--- src/rtl/jswt_pkg.sv ---
// Shared types, widths and the ordering rule for the job scheduler.
// Used by job_schedule_weighted_tardiness; depends on nothing else.
`timescale 1ns / 1ps
`default_nettype none

package jswt_pkg;

	localparam int ID_W   = 8;
	localparam int DUR_W  = 8;
	localparam int DL_W   = 10;
	localparam int PRI_W  = 4;
	localparam int TIME_W = 12;
	localparam int PEN_W  = 20;
	localparam int PROD_W = PRI_W + TIME_W;

	localparam logic [TIME_W-1:0] TIME_MAX = '1;
	localparam logic [PEN_W-1:0]  PEN_MAX  = '1;

	localparam logic POLICY_EDF = 1'b0;
	localparam logic POLICY_HPF = 1'b1;

	typedef struct packed {
		logic [ID_W-1:0]  id;
		logic [DUR_W-1:0] dur;
		logic [DL_W-1:0]  dl;
		logic [PRI_W-1:0] pri;
	} job_t;

	typedef enum logic [2:0] {
		ST_IDLE,
		ST_SCAN,
		ST_CALC,
		ST_MUL,
		ST_EMIT
	} state_t;

	// true when job a must go strictly ahead of job b
	function automatic logic goes_before(logic mode, job_t a, job_t b);
		logic res;
		if (mode == POLICY_EDF) begin
			res = (a.dl != b.dl) ? (a.dl < b.dl) : (a.pri > b.pri);
		end else begin
			res = (a.pri != b.pri) ? (a.pri > b.pri) : (a.dl < b.dl);
		end
		return res;
	endfunction

endpackage

`default_nettype wire

--- src/rtl/job_schedule_weighted_tardiness.sv ---
// Job scheduler: loads a set of jobs, orders them by policy, emits the schedule with
// running start, finish and weighted tardiness. Depends on jswt_pkg.
// Loading: one job word per cycle; in_ready is high while idle.
// Scheduling n jobs: each result takes a full pass of the shared comparator over the job
// memory, then the CALC, MUL and EMIT states; EMIT waits for out_ready while a result is held.
// Reset clears counters, policy and handshakes; job memory is left undefined, no sweep.
`timescale 1ns / 1ps
`default_nettype none

module job_schedule_weighted_tardiness #(
	parameter int MAX_JOBS = 16
) (
	input  wire logic                         clk,
	input  wire logic                         arst_n,
	input  wire logic                         cfg_valid,
	output logic                              cfg_ready,
	input  wire logic                         policy_mode,
	input  wire logic                         in_valid,
	output logic                              in_ready,
	input  wire logic [jswt_pkg::ID_W-1:0]    job_id,
	input  wire logic [jswt_pkg::DUR_W-1:0]   job_duration,
	input  wire logic [jswt_pkg::DL_W-1:0]    job_deadline,
	input  wire logic [jswt_pkg::PRI_W-1:0]   job_priority,
	input  wire logic                         last_job,
	output logic                              out_valid,
	input  wire logic                         out_ready,
	output logic [jswt_pkg::ID_W-1:0]         sched_id,
	output logic [jswt_pkg::TIME_W-1:0]       start_time,
	output logic [jswt_pkg::TIME_W-1:0]       finish_time,
	output logic [jswt_pkg::PEN_W-1:0]        penalty_total,
	output logic                              last_result
);
	import jswt_pkg::*;

	localparam int IW = $clog2(MAX_JOBS);
	localparam int CW = $clog2(MAX_JOBS + 1);

	state_t state_q, state_d;

	logic                policy_q;
	logic [CW-1:0]       job_count_q;
	logic [CW-1:0]       issue_q;
	logic [CW-1:0]       emit_q;
	logic [MAX_JOBS-1:0] used_q;
	logic [TIME_W-1:0]   time_q;
	logic [PEN_W-1:0]    pen_q;

	job_t                mem [MAX_JOBS];
	job_t                rd_s1;
	logic [IW-1:0]       cmp_idx_s1;
	logic                cmp_vld_s1;

	job_t                best_q;
	logic [IW-1:0]       best_idx_q;
	logic                have_best_q;

	logic [TIME_W-1:0]   fin_q;
	logic [TIME_W-1:0]   tard_q;
	logic [PROD_W-1:0]   prod_q;
	logic                out_valid_q;

	logic                in_acc;
	logic                store_en;
	logic                scan_issue;
	logic                scan_done;
	logic                load_out;
	logic                is_last;
	logic [TIME_W:0]     fin_sum;
	logic [TIME_W-1:0]   fin_sat;
	logic [TIME_W-1:0]   dl_ext;
	logic [PEN_W:0]      pen_sum;
	logic [PEN_W-1:0]    pen_sat;
	job_t                in_job;

	assign cfg_ready = 1'b1;
	assign in_acc    = in_valid && in_ready;
	assign store_en  = in_acc && (job_count_q < CW'(MAX_JOBS));
	assign scan_issue = (state_q == ST_SCAN) && (issue_q < job_count_q);
	assign scan_done  = (state_q == ST_SCAN) && (issue_q == job_count_q) && !cmp_vld_s1;
	assign is_last    = (CW'(emit_q + 1'b1) == job_count_q);

	assign in_job.id  = job_id;
	assign in_job.dur = job_duration;
	assign in_job.dl  = job_deadline;
	assign in_job.pri = job_priority;

	assign fin_sum = {1'b0, time_q} + (TIME_W + 1)'(best_q.dur);
	assign fin_sat = fin_sum[TIME_W] ? TIME_MAX : fin_sum[TIME_W-1:0];
	assign dl_ext  = TIME_W'(best_q.dl);
	assign pen_sum = {1'b0, pen_q} + (PEN_W + 1)'(prod_q);
	assign pen_sat = pen_sum[PEN_W] ? PEN_MAX : pen_sum[PEN_W-1:0];

	// next state
	always_comb begin
		state_d = state_q;
		unique case (state_q)
			ST_IDLE: begin
				if (in_acc && last_job) state_d = ST_SCAN;
			end
			ST_SCAN: begin
				if (scan_done) state_d = ST_CALC;
			end
			ST_CALC: state_d = ST_MUL;
			ST_MUL:  state_d = ST_EMIT;
			ST_EMIT: begin
				if (!out_valid_q || out_ready) state_d = is_last ? ST_IDLE : ST_SCAN;
			end
			default: state_d = ST_IDLE;
		endcase
	end

	// FSM outputs
	always_comb begin
		in_ready = 1'b0;
		load_out = 1'b0;
		unique case (state_q)
			ST_IDLE: in_ready = 1'b1;
			ST_EMIT: load_out = !out_valid_q || out_ready;
			default: begin
				in_ready = 1'b0;
				load_out = 1'b0;
			end
		endcase
	end

	always_ff @(posedge clk or negedge arst_n) begin
		if (!arst_n) begin
			state_q <= ST_IDLE;
		end else begin
			state_q <= state_d;
		end
	end

	always_ff @(posedge clk or negedge arst_n) begin
		if (!arst_n) begin
			policy_q <= POLICY_EDF;
		end else if (cfg_valid && cfg_ready) begin
			policy_q <= policy_mode;
		end
	end

	// job memory: one write port on load, one registered read port for the scan
	always_ff @(posedge clk) begin
		if (store_en) mem[job_count_q[IW-1:0]] <= in_job;
		if (scan_issue) rd_s1 <= mem[issue_q[IW-1:0]];
	end

	always_ff @(posedge clk or negedge arst_n) begin
		if (!arst_n) begin
			job_count_q <= '0;
			issue_q     <= '0;
			emit_q      <= '0;
			used_q      <= '0;
			time_q      <= '0;
			pen_q       <= '0;
			cmp_vld_s1  <= 1'b0;
			cmp_idx_s1  <= '0;
			have_best_q <= 1'b0;
			out_valid_q <= 1'b0;
		end else begin
			if (store_en) job_count_q <= CW'(job_count_q + 1'b1);

			cmp_vld_s1 <= scan_issue;
			if (scan_issue) begin
				cmp_idx_s1 <= issue_q[IW-1:0];
				issue_q    <= CW'(issue_q + 1'b1);
			end

			// strict compare in load order keeps equal keys in load order
			if (cmp_vld_s1 && !used_q[cmp_idx_s1]) begin
				if (!have_best_q || goes_before(policy_q, rd_s1, best_q)) begin
					have_best_q <= 1'b1;
				end
			end

			if (state_q == ST_CALC) used_q[best_idx_q] <= 1'b1;

			if (load_out) begin
				out_valid_q <= 1'b1;
				issue_q     <= '0;
				have_best_q <= 1'b0;
				if (is_last) begin
					job_count_q <= '0;
					emit_q      <= '0;
					used_q      <= '0;
					time_q      <= '0;
					pen_q       <= '0;
				end else begin
					emit_q <= CW'(emit_q + 1'b1);
					time_q <= fin_q;
					pen_q  <= pen_sat;
				end
			end else if (out_ready) begin
				out_valid_q <= 1'b0;
			end
		end
	end

	// best candidate, arithmetic pipeline and output registers, no reset needed
	always_ff @(posedge clk) begin
		if (cmp_vld_s1 && !used_q[cmp_idx_s1]) begin
			if (!have_best_q || goes_before(policy_q, rd_s1, best_q)) begin
				best_q     <= rd_s1;
				best_idx_q <= cmp_idx_s1;
			end
		end
		if (state_q == ST_CALC) begin
			fin_q  <= fin_sat;
			tard_q <= (fin_sat > dl_ext) ? TIME_W'(fin_sat - dl_ext) : '0;
		end
		if (state_q == ST_MUL) begin
			prod_q <= PROD_W'(best_q.pri) * PROD_W'(tard_q);
		end
		if (load_out) begin
			sched_id      <= best_q.id;
			start_time    <= time_q;
			finish_time   <= fin_q;
			penalty_total <= pen_sat;
			last_result   <= is_last;
		end
	end

	assign out_valid = out_valid_q;

	a_count_range: assert property (@(posedge clk) disable iff (!arst_n)
		job_count_q <= CW'(MAX_JOBS))
		else $error("job count beyond store depth");

	a_best_found: assert property (@(posedge clk) disable iff (!arst_n)
		(state_q == ST_CALC) |-> have_best_q)
		else $error("scan finished without a candidate");

	a_emit_bound: assert property (@(posedge clk) disable iff (!arst_n)
		(state_q == ST_SCAN) |-> (emit_q < job_count_q))
		else $error("scan started with every job already emitted");

	a_set_cleared: assert property (@(posedge clk) disable iff (!arst_n)
		(load_out && is_last) |=> (job_count_q == '0 && used_q == '0 && state_q == ST_IDLE))
		else $error("set not cleared after final word");

	a_no_load_in_scan: assert property (@(posedge clk) disable iff (!arst_n)
		(state_q != ST_IDLE) |-> !store_en)
		else $error("job stored while scheduling");

endmodule

`default_nettype wire
--- config.mk ---
export PLATFORM = sky130hd
export DESIGN_NAME = job_schedule_weighted_tardiness
export DESIGN_NICKNAME = d
export VERILOG_FILES = /design/src/rtl/jswt_pkg.sv /design/src/rtl/job_schedule_weighted_tardiness.sv
export SDC_FILE = /design/constraint.sdc
export NUM_CORES = 1
export LEC_CHECK = 0
export BUFFER_PORTS_ARGS = -buffer_cell sky130_fd_sc_hd__buf_2
export CAP_MARGIN = 10
export CORE_MARGIN = 4
export CORE_UTILIZATION = 55
export CTS_BUF_LIST = sky130_fd_sc_hd__clkbuf_8
export DETAILED_ROUTE_END_ITERATION = 16
export HOLD_SLACK_MARGIN = 0.03
export PLACE_DENSITY_LB_ADDON = 0.08
export SLEW_MARGIN = 20
export SYNTH_ARGS = -nofsm -noshare
export SYNTH_HDL_FRONTEND = slang
export SYNTH_SLANG_ARGS = --single-unit
--- constraint.sdc ---
create_clock -name clk -period 13.1 [get_ports clk]
set_clock_uncertainty 0.2 [all_clocks]
set_input_delay 0 -clock clk [delete_from_list [all_inputs] [get_ports clk]]
set_output_delay 0 -clock clk [all_outputs]
set_load 0.02 [all_outputs]
* Word-level counts from Yosys, hierarchy flattened
Memory sizes are Yosys's and may differ from the RTL's. A register that Yosys moved wholly into a read port is not among the register bits.
Cells that the tools add are included.
** Cells by class
- Add/sub/neg operators :: 6
- Multiply operators :: 1
- $lt $le $gt $ge :: 8
- Eq/ne operators :: 11
- Mux-type cells :: 35
- Bitwise logic cells :: 1
- Reduce and logical (&&, ||, !) cells :: 22
** Operators with widths (count)
- $mux W16 :: 3
- $mux W20 :: 2
- $mux W5 :: 6
- $mux W12 :: 2
- $add A20 B16 Y21 :: 1
- $mul A4 B12 Y16 :: 1
- $mux W1 :: 16
- $or A16 B16 Y16 :: 1
- $add A5 B1 Y5 const B :: 3
- $pmux W3 S5 :: 1
- $add A12 B8 Y13 :: 1
- $gt A12 B10 Y1 :: 1
- $sub A12 B10 Y12 :: 1
- $eq A5 B5 Y1 :: 2
- $lt A10 B10 Y1 :: 1
- $lt A4 B5 Y1 const B :: 2
- $ne A10 B10 Y1 :: 1
- $mux W3 :: 3
- $logic_and A1 B1 Y1 :: 8
- $reduce_bool A2 Y1 :: 4
- $eq A3 B2 Y1 const B :: 2
- $ne A2 B2 Y1 const B :: 3
- $lt A5 B5 Y1 :: 1
- $lt A5 B5 Y1 const B :: 1
- 12 further kinds :: 17
** Word-level totals
- Flip-flop bits (word level) :: 201
- Memory bits (writable) :: 480
- Output and inout port bits :: 56
- Word-level logic and storage cells :: 110
- Memories kept :: 1
** Memory list
- mem :: words 16, bits a word 30, rd ports 1, clocked after Yosys merged registers in 1, wr ports 1, RTL line job_schedule_weighted_tardiness.sv:48 : job_t mem [MAX_JOBS];

* Longest topological paths before layout
Gate-level depths: netlist of run 1.
- Depth after elaboration :: 9
- Mapped depth :: 19
- Depth with buffers taken out :: 18

* Least setup slack after synthesis of run 1
Ideal clock, no wire load.
- Kind :: register -> register
- Start :: register time_q[4]
- End :: register tard_q[5] (data pin)
- Library setup time :: 0.260 ns
- Data arrival time :: 3.886 ns
- Required time :: 12.640 ns
- Path slack :: 8.755 ns
- Cell stages (with the launch flop) :: 19
- Buffers on the path :: 1
- Cell sequence :: dfrtp_1 > ha_1 > a2111o_1 > o21bai_1 > a21o_1 > nand2_1 > inv_1 > a31oi_1 > ha_1 > inv_1 > fa_1 > a21o_1 > a21oi_1 > o21ai_0 > a31o_2 > a31oi_1 > o221a_2 > buf_2 > nor3_2
** Between the ends
- Longest elaborated chain between the ends :: 3
- Elaborated cells between the ends (all ways) :: 4
- Classes of those cells :: 2 x add/sub; 1 x order compare; 1 x mux
** Ends and longest elaborated chain
- from (decl) :: RTL line job_schedule_weighted_tardiness.sv:45 : logic [TIME_W-1:0] time_q;
- from (signal assigned) :: RTL line job_schedule_weighted_tardiness.sv:190 : time_q <= fin_q;
- $add A12 B8 Y13 (*) :: RTL line job_schedule_weighted_tardiness.sv:87 : assign fin_sum = {1'b0, time_q} + (TIME_W + 1)'(best_q.dur);
- $mux W12 (*) :: RTL line job_schedule_weighted_tardiness.sv:88 : assign fin_sat = fin_sum[TIME_W] ? TIME_MAX : fin_sum[TIME_W-1:0];
- $sub A12 B10 Y12 / $gt A12 B10 Y1 (equally long branches) :: RTL line job_schedule_weighted_tardiness.sv:209 : tard_q <= (fin_sat > dl_ext) ? TIME_W'(fin_sat - dl_ext) : '0;
- to (signal assigned) :: RTL line job_schedule_weighted_tardiness.sv:209
- to (decl) :: RTL line job_schedule_weighted_tardiness.sv:58 : logic [TIME_W-1:0] tard_q;
Every way passes the cells marked *; elsewhere a longest branch is shown, timed or not.
A chain may end at the register's enable or synchronous reset.

* Worst setup path after layout of run 1
- Start :: register time_q[0]
- End :: register tard_q[1] (data pin)
The elaborated chain is that of the path after synthesis.

==> results of run 1 <==
==> through the flow <==
stage,setup WS (ps),instance area (sq um)
after detailed placement,8370,31200
after global placement,8460,31200
after floorplan,8750,29800
final,8320,34100
after CTS,8330,34100
after global routing,7990,34100
==> final cells by class <==
type / count / area [sq um] / share of cell area, %
sequential: 711 / 21000 / 61.6
tap: 696 / 871 / 2.55
inverter: 83 / 313 / 0.917
timing repair buffer: 195 / 1440 / 4.23
clock buffer: 122 / 1680 / 4.92
multi-input combinational: 828 / 8350 / 24.5
clock inverter: 81 / 453 / 1.33
==> Yosys cell counts, drive strengths merged, types with 5 or more instances <==
cell	instances	area share, %
edfxtp	637	64
and3	5	0.11
o21bai	9	0.23
and2	38	0.80
nor2	70	0.88
nand4	6	0.13
ha	79	3.3
o21ai	50	0.84
nand3	18	0.32
xor2	15	0.44
a31oi	14	0.29
mux4	154	12
a22o	15	0.44
dfrtp	74	6.2
fa	23	1.5
nor3	27	0.47
nor2b	7	0.15
mux2	5	0.20
nand2	108	1.4
clkbuf	45	0.58
xnor2	33	0.97
buf	19	0.31
inv	83	1.0
a21o	15	0.38
o21a	13	0.33
a211oi	5	0.13
nand2b	12	0.25
a21oi	58	0.99
==> flip-flops by register name, indices dropped and copies added (netlist names), 8 cells and up <==
register and cells:
sched_id 8, mem 480, best_q 30, used_q 16
pen_q 20, time_q 12, start_time 12, prod_q 16
finish_time 12, tard_q 12, penalty_total 20, rd_s1 30
fin_q 12
==> metal layers <==
metal | global-route usage, % | vias up | routed length (um)
li1 | - | 7093 | -
met1 | 29.8 | 8089 | 26100
met2 | 37.8 | 397 | 32100
met3 | 3.77 | 85 | 2960
met4 | 5.12 | 2 | 1010
met5 | 0 | - | 13
==> cell families after synthesis <==
group,Yosys count,share of synthesized area [%]
flip-flops,711,70.5
buffers and inverters,147,1.93
other,1,0.0126
multiplexers,159,11.9
AND/OR/NAND/NOR,311,4.98
XOR/XNOR,48,1.41
adder cells (fa/ha/maj),102,4.87
AO/OA/AOI/OAI,207,4.47
==> path summary, 6_finish.rpt <==
check	slack, ps	cells past startpoint	to
worst max-delay path	8320	18	tard_q[1]
worst min-delay path	80	2	mem[11][15]
worst max register to register	8320	18	tard_q[1]
worst min register to register	210	0	best_q[15]
max in group asynchronous	11940	4	issue_q[1]
min in group asynchronous	200	4	pen_q[16]
==> worst max-delay path, delay by kind of cell (launching register included) <==
kind | cells | cell delay [ps]
compound gates | 10 | 2350
fa+ha+maj | 4 | 1270
buf+inv | 2 | 120
flops | 1 | 400
simple gates | 2 | 200
==> what timing repair did <==
item | CTS | global route
endpoints found under the hold margin | 594 | 0
hold buffers | 74 | 0
setup buffers | 0 | 0
endpoints found under the setup margin | 0 | 0
==> where the power goes <==
| part | internal (mW) | switching (mW) | total, mW |
|---|---|---|---|
| Clock | 0.917 | 0.837 | 1.75 |
| Combinational | 0.0202 | 0.0287 | 0.0489 |
| Sequential | 2.46 | 0.000521 | 2.46 |
==> results.ini, run 1 <==
[cts]
clk_pin_slew_ps=60
cts-root-buf=clkbuf_8
htreeDepth=3
cts_sinks=711
worstSkewPairLatency_ps=700
numCtsBuffers=113
cts_tree=yes
cts_buffer_depth=3
cts_resized=0

[global_route]
grt_start_max_net_pins=77
gr-total-overflow=0
grtUsageTotal_pct=21.9
grt_pass1_vias=16100
antenna_found_initial=1
grt_pass1_wl_um=95100

[routing]
vias=15700
drc=0
first_pass_iters=5
post_drt_wl_per_cell_um=22.9
ant_nets=0
vias_per_cell=5.77
finalWirelength_um=62200
drt_iter0_drc=1184

[placement]
portBuffers=91
place_congestion=0.837
placed_cells=2439
hpwl_um=35300

[layout]
fillerInstances=3861
post-route-util_pct=63.5
num_antenna_cells=0
layout_commonest_cell=edfxtp_1
syn_to_final_growth_pct=14.5
finalNonFillerCells=2716
nets=2071
mostFrequentLayoutCells=edfxtp_1, mux4_2, inv_1
drive_above_1_share_pct=22.7

[setup_path]
rr_startpoint=time_q[0]
critical_path_class=reg -> reg
worstPathCellList=ha_1 > fa_1 > a21oi_1 > o21bai_1 > a21o_1 > nand2_1 > inv_1 > a31oi_1 > ha_1 > inv_1 > fa_1 > a21o_1 > a21oi_1 > o21ai_0 > a31o_2 > a31oi_1 > o221a_2 > nor2b_1
crit_fanout=10
max_stage_delay_ps=410
crit_slowest_cell=fa_1
crit_required_ps=13330
cp_data_arrival_time_ps=5010
cp-end-kind=register
start_kind=register
crit_start=time_q[0]

[sta]
rsz0062_at_grt=no
min_period_ps=4780
max_freq_mhz=209
slew_headroom_pct=33.0
worst_hold_slack_ps=84.1
min_period_over_period_pct=36.5
tightest_slew_ps=1000
setup_viol=0
fin_tns_setup_ps=0
report.final.slew_viol_count=0
hold_viol=0

[worst_hold_path]
hp-start=job_duration[1]
min_path_type=in -> reg

[pwr]
p_per_area_mw_per_mm2=125
ir_worst_vdd_v=0.0000937
power.total_mw=4.27
p_leak_nw=12.5

[floorplan]
die_area_sq_mm=0.0579
core-area_sq_mm=0.0537
ios=93
die_w_um=241
num_rows=85
initial_core_util_pct=55.4
die_h_um=241

[synth]
synth_area_sq_mm=0.0298
avgSynthCellArea_sq_um=17.7
synth_ff_type=edfxtp_1
synthDistinctLibCells=72
synthArstFlopShare_pct=10.4
synth_nets=1825
synth-seq-cells=711
yosys_warnings=0
synth_edf_count=637
yosysSeqAreaShare_pct=70.5
synth_cells=1686

[run]
cap_violations=0

[outcome]
outcome=completed

Note: power is estimated with default switching activity, not from simulation.
==> run 2: changes to the inputs <==
==> constraint.sdc (replaced) <==
create_clock -name clk -period 4.9 [get_ports clk]
set_clock_uncertainty 0.2 [all_clocks]
set_input_delay 0 -clock clk [delete_from_list [all_inputs] [get_ports clk]]
set_output_delay 0 -clock clk [all_outputs]
set_load 0.02 [all_outputs]
==> results.ini, run 2 (synthesis gave the netlist of run 1 again) <==
[cts]
cts_setup_buffers=0  ; unchanged
cts_sinks=711  ; unchanged
cts-root-buf=clkbuf_8
cts_tree=yes
cts_buffer_depth=3  ; unchanged
clk_pin_slew_ps=60  ; about the same
worstSkewPairLatency_ps=720  ; +20 ps
htreeDepth=3  ; unchanged
numCtsBuffers=113  ; unchanged

[global_route]
grt_pass1_vias=16200  ; +0.63%
gr-total-overflow=0  ; unchanged
grt_pass1_wl_um=96700  ; +1.7%
antenna_found_initial=5  ; +4
grt_start_max_net_pins=109  ; +42%
grtUsageTotal_pct=22.2  ; +0.27 points

[layout]
largest_register_ffs=480  ; unchanged
drive_above_1_share_pct=22.6  ; -0.062 points
layout_commonest_cell=edfxtp_1
post-route-util_pct=63.6  ; +0.11 points
nets=2078  ; +0.34%
fin_area_sq_mm=0.0342  ; +0.17%
syn_to_final_growth_pct=14.7
mostFrequentLayoutCells=edfxtp_1, mux4_2, inv_1
finalNonFillerCells=2728  ; +0.44%

[setup_path]
crit_required_ps=5150  ; -8180 ps
cp_num_buf_inv=2  ; unchanged
critical_path_class=reg -> reg
crit_fanout=5  ; -5
cp_data_arrival_time_ps=4840  ; -170 ps
start_kind=register
cp-end-kind=register
worstPathCellList=ha_1 > a2111o_1 > o21bai_1 > a21o_1 > nand2_1 > inv_1 > a31oi_2 > ha_1 > inv_1 > fa_1 > a21o_1 > a21oi_2 > o21ai_0 > a31o_2 > a31oi_2 > o221a_2 > nor2_1
crit_slowest_cell=a2111o_1
cp_top_family=compound AO/OA/AOI/OAI gates
max_stage_delay_ps=460  ; +50 ps

[sta]
rsz0062_at_grt=no
worst_hold_slack_ps=200  ; +116 ps
slew_headroom_pct=31.5  ; -1.5 points
setup_viol=0  ; unchanged
max_freq_mhz=218  ; +4.1%
hold_viol=0  ; unchanged
tightest_slew_ps=1030  ; +23.0 ps
min_period_ps=4590  ; -190 ps
fin_tns_setup_ps=0  ; unchanged
finalWorstSetupSlack_ps=307  ; -8010 ps
min_period_over_period_pct=93.7  ; +57 points
report.final.slew_viol_count=0  ; unchanged

[placement]
pre_cts_ws_ps=73.2  ; -8290 ps
place_congestion=0.853  ; +1.9%
portBuffers=91  ; unchanged
placed_cell_area_sq_mm=0.0313  ; +0.22%
hpwl_um=37300  ; +5.5%
placed_cells=2443  ; +0.16%

[routing]
post_drt_wl_per_cell_um=23.0  ; +0.54%
ant_nets=0  ; unchanged
finalWirelength_um=62800  ; +0.98%
drc=0  ; unchanged
vias_per_cell=5.78  ; +0.18%
first_pass_iters=5  ; unchanged
drt_iter0_drc=1336  ; +13%
vias=15800  ; +0.63%

[outcome]
outcome=completed

[floorplan]
die_area_sq_mm=0.0579  ; unchanged
die_h_um=241  ; unchanged
die_w_um=241  ; unchanged
ios=93  ; unchanged
initial_core_util_pct=55.4  ; unchanged
core-area_sq_mm=0.0537  ; unchanged
num_rows=85  ; unchanged

[worst_hold_path]
min_path_type=in -> reg

[pwr]
ir_worst_vdd_v=0.000254  ; +170%
p_per_area_mw_per_mm2=331  ; +160%
p_leak_nw=12.5  ; about the same
power.total_mw=11.3  ; +170%

[run]
cap_violations=0  ; unchanged

run 2: final timing paths:
path / start / endpoint / slack [ps] / cells past startpoint
max in group asynchronous: arst_n / time_q[7] / 3930 / 4
max reg2reg: time_q[4] / tard_q[6] / 310 / 17
min: in_valid / job_count_q[0] / 200 / 5
min in group asynchronous: arst_n / job_count_q[2] / 220 / 4
min reg2reg: best_q[29] / sched_id[7] / 210 / 0
max: time_q[4] / tard_q[6] / 310 / 17
run 2: power by group:
group	internal [mW]	total [mW]	switching [mW]
Combinational	0.0547	0.130	0.0754
Sequential	6.58	6.59	0.00127
Clock	2.33	4.60	2.27
run 2: what timing repair did:
item                                    CTS  global route
endpoints found under the hold margin   583             0
hold buffers                             76             0
endpoints found under the setup margin    0            11
gates resized for setup                   0             6
run 2: per-layer routing:
layer  GRT usage (%)  part of all wire, %  vias up
li1                -                    -     7118
met5               0                0.021        -
met1            30.5                   42     8129
met3            4.17                  4.9      115
met4            6.66                  2.5        2
met2            37.0                   50      400
run 2: worst min-delay path, stage by stage:
cell           delay, ps
dlygate4sd3_1        520
buf_2                130
and2_1               230
xnor2_1              170
nor2_1                40
run 2: layout make-up:
class	count	area (sq um)
tap	696	871
multi-input combinational	829	8390
clock buffer	118	1620
clock inverter	88	437
antenna	2	5.00
timing repair buffer	201	1530
inverter	83	313
fill	3853	19600
sequential	711	21000
==> run 3: changes to the inputs <==
--- a/config.mk
+++ b/config.mk
@@ -6,10 +6,9 @@
 export NUM_CORES = 1
 export LEC_CHECK = 0
 export BUFFER_PORTS_ARGS = -buffer_cell sky130_fd_sc_hd__buf_2
-export CAP_MARGIN = 10
+export CAP_MARGIN = 15
 export CORE_MARGIN = 4
 export CORE_UTILIZATION = 55
-export CTS_BUF_LIST = sky130_fd_sc_hd__clkbuf_8
 export DETAILED_ROUTE_END_ITERATION = 16
 export HOLD_SLACK_MARGIN = 0.03
 export PLACE_DENSITY_LB_ADDON = 0.08
==> results.ini, run 3 (synthesis gave the netlist of run 1 again) <==
[setup_path]
cp_data_arrival_time_ps=4780  ; -60 ps
crit_slowest_cell=a2111o_1
crit_required_ps=5060  ; -90 ps
crit_start=time_q[4]
start_kind=register
worstPathCellList=ha_1 > a2111o_1 > o21bai_1 > a21o_1 > nand2_1 > inv_1 > a31oi_2 > ha_1 > inv_1 > fa_1 > a21o_1 > a21oi_1 > o21ai_0 > a31o_2 > a31oi_4 > o221a_2 > nor2_1
crit_fanout=5  ; unchanged
cp-end-kind=register
max_stage_delay_ps=460  ; about the same
rr_startpoint=time_q[4]
critical_path_class=reg -> reg

[cts]
clk_pin_slew_ps=60  ; about the same
htreeDepth=3  ; unchanged
cts_buffer_depth=3  ; unchanged
numCtsBuffers=75  ; -34%
worstSkewPairLatency_ps=620  ; -100 ps
cts_sinks=711  ; unchanged
cts-root-buf=clkbuf_16
cts_tree=yes

[floorplan]
die_h_um=241  ; unchanged
die_area_sq_mm=0.0579  ; unchanged
initial_core_util_pct=55.4  ; unchanged
die_w_um=241  ; unchanged
core-area_sq_mm=0.0537  ; unchanged
num_rows=85  ; unchanged
ios=93  ; unchanged

[sta]
worst_hold_slack_ps=87.0  ; -113 ps
fin_tns_setup_ps=0  ; unchanged
min_period_ps=4620  ; +27.5 ps
max_freq_mhz=216  ; -0.59%
min_period_over_period_pct=94.3  ; +0.56 points
tightest_slew_ps=1030  ; +6.21 ps
hold_viol=0  ; unchanged
setup_viol=0  ; unchanged
slew_headroom_pct=31.0  ; -0.41 points
rsz0062_at_grt=no
report.final.slew_viol_count=0  ; unchanged

[run]
cap_violations=0  ; unchanged

[placement]
hpwl_um=37300  ; unchanged
place_congestion=0.853  ; unchanged
placed_cell_area_sq_mm=0.0313  ; unchanged
portBuffers=91  ; unchanged

[layout]
regArea_sq_mm=0.0210  ; unchanged
drive_above_1_share_pct=22.5  ; -0.094 points
largest_register_ffs=480  ; unchanged
fin_area_sq_mm=0.0341  ; -0.12%
layout_commonest_cell=edfxtp_1
syn_to_final_growth_pct=14.6
post-route-util_pct=63.5  ; -0.077 points
fillerInstances=3759  ; -2.4%
multiInputGateArea_sq_mm=0.00839  ; about the same
mostFrequentLayoutCells=edfxtp_1, mux4_2, nand2_1
nets=2005  ; -3.5%

[pwr]
p_leak_nw=12.3  ; -1.7%
p_per_area_mw_per_mm2=354  ; +7.0%
ir_worst_vdd_v=0.000304  ; +19%

[worst_hold_path]
min_path_type=in -> reg
hp-start=out_ready

[routing]
drc=0  ; unchanged
vias_per_cell=5.86  ; +1.4%
first_pass_iters=5  ; unchanged
post_drt_wl_per_cell_um=23.8  ; +3.4%
finalWirelength_um=62400  ; -0.66%
vias=15400  ; -2.5%
drt_iter0_drc=1398  ; +4.6%
ant_nets=0  ; unchanged

[global_route]
grtUsageTotal_pct=22.1  ; -0.079 points
gr-total-overflow=0  ; unchanged
grt_start_max_net_pins=109  ; unchanged
grt_pass1_wl_um=95900  ; -0.85%
antenna_found_initial=5  ; unchanged
grt_pass1_vias=15700  ; -2.8%

[outcome]
outcome=completed

run 3: where the power goes:
part,leakage [nW],total (mW),internal [mW],switching [mW]
clock network,1.15,5.40,3.09,2.31
logic,4.49,0.108,0.0365,0.0717
registers,6.62,6.58,6.58,0.00125
total,12.3,12.1,9.71,2.38
run 3: what timing repair did:
item / in CTS / in global routing
setup endpoints to repair: 0 / 11
resized for setup: 0 / 6
buffers inserted: 0 / 0
hold buffers: 41 / 0
hold endpoints to repair: 561 / 0
run 3: layout make-up:
type,count,area share [%]
tap,696,2.55
sequential,711,61.5
multi-input combinational,829,24.6
antenna,2,0.0147
clock buffer,94,5.89
timing repair buffer,166,3.45
inverter,83,0.917
clock inverter,40,1.04
run 3: metal layers:
metal  vias to the layer above  share of wire, %  track usage (%)
met1                      7994                43             30.8
met2                       336                51             37.3
li1                       6940                 -                -
met5                         -             0.019                0
met4                         2               2.1             5.60
met3                        93               4.1             3.67
run 3: final timing paths:
kind / to / slack [ps] / cells after the start
hold reg to reg: best_q[24] / 220 / 0
min in group asynchronous: policy_q / 320 / 4
hold / removal: out_valid / 90 / 4
setup reg to reg: tard_q[6] / 280 / 17
setup / recovery: tard_q[6] / 280 / 17
max in group asynchronous: issue_q[0] / 3800 / 4
run 3: per-stage QoR:
step	setup slack (ps)	std cells	power [mW]
2_1_floorplan	555	1686	6.71
3_3_place_gp	231	2443	6.78
3_5_place_dp	73.2	2443	6.79
4_1_cts	49.2	2618	12.2
5_1_grt	38.0	2620	12.5
6_report	279	2621	12.1
run 3: worst max-delay path, delay by kind of cell (launching register included):
| kind | cells | cell delay, ps |
|---|---|---|
| buffers and inverters | 2 | 130 |
| DFF | 1 | 400 |
| adders and majority gates | 3 | 970 |
| and+or+nand+nor | 2 | 180 |
| AOI/OAI and AO/OA | 10 | 2490 |
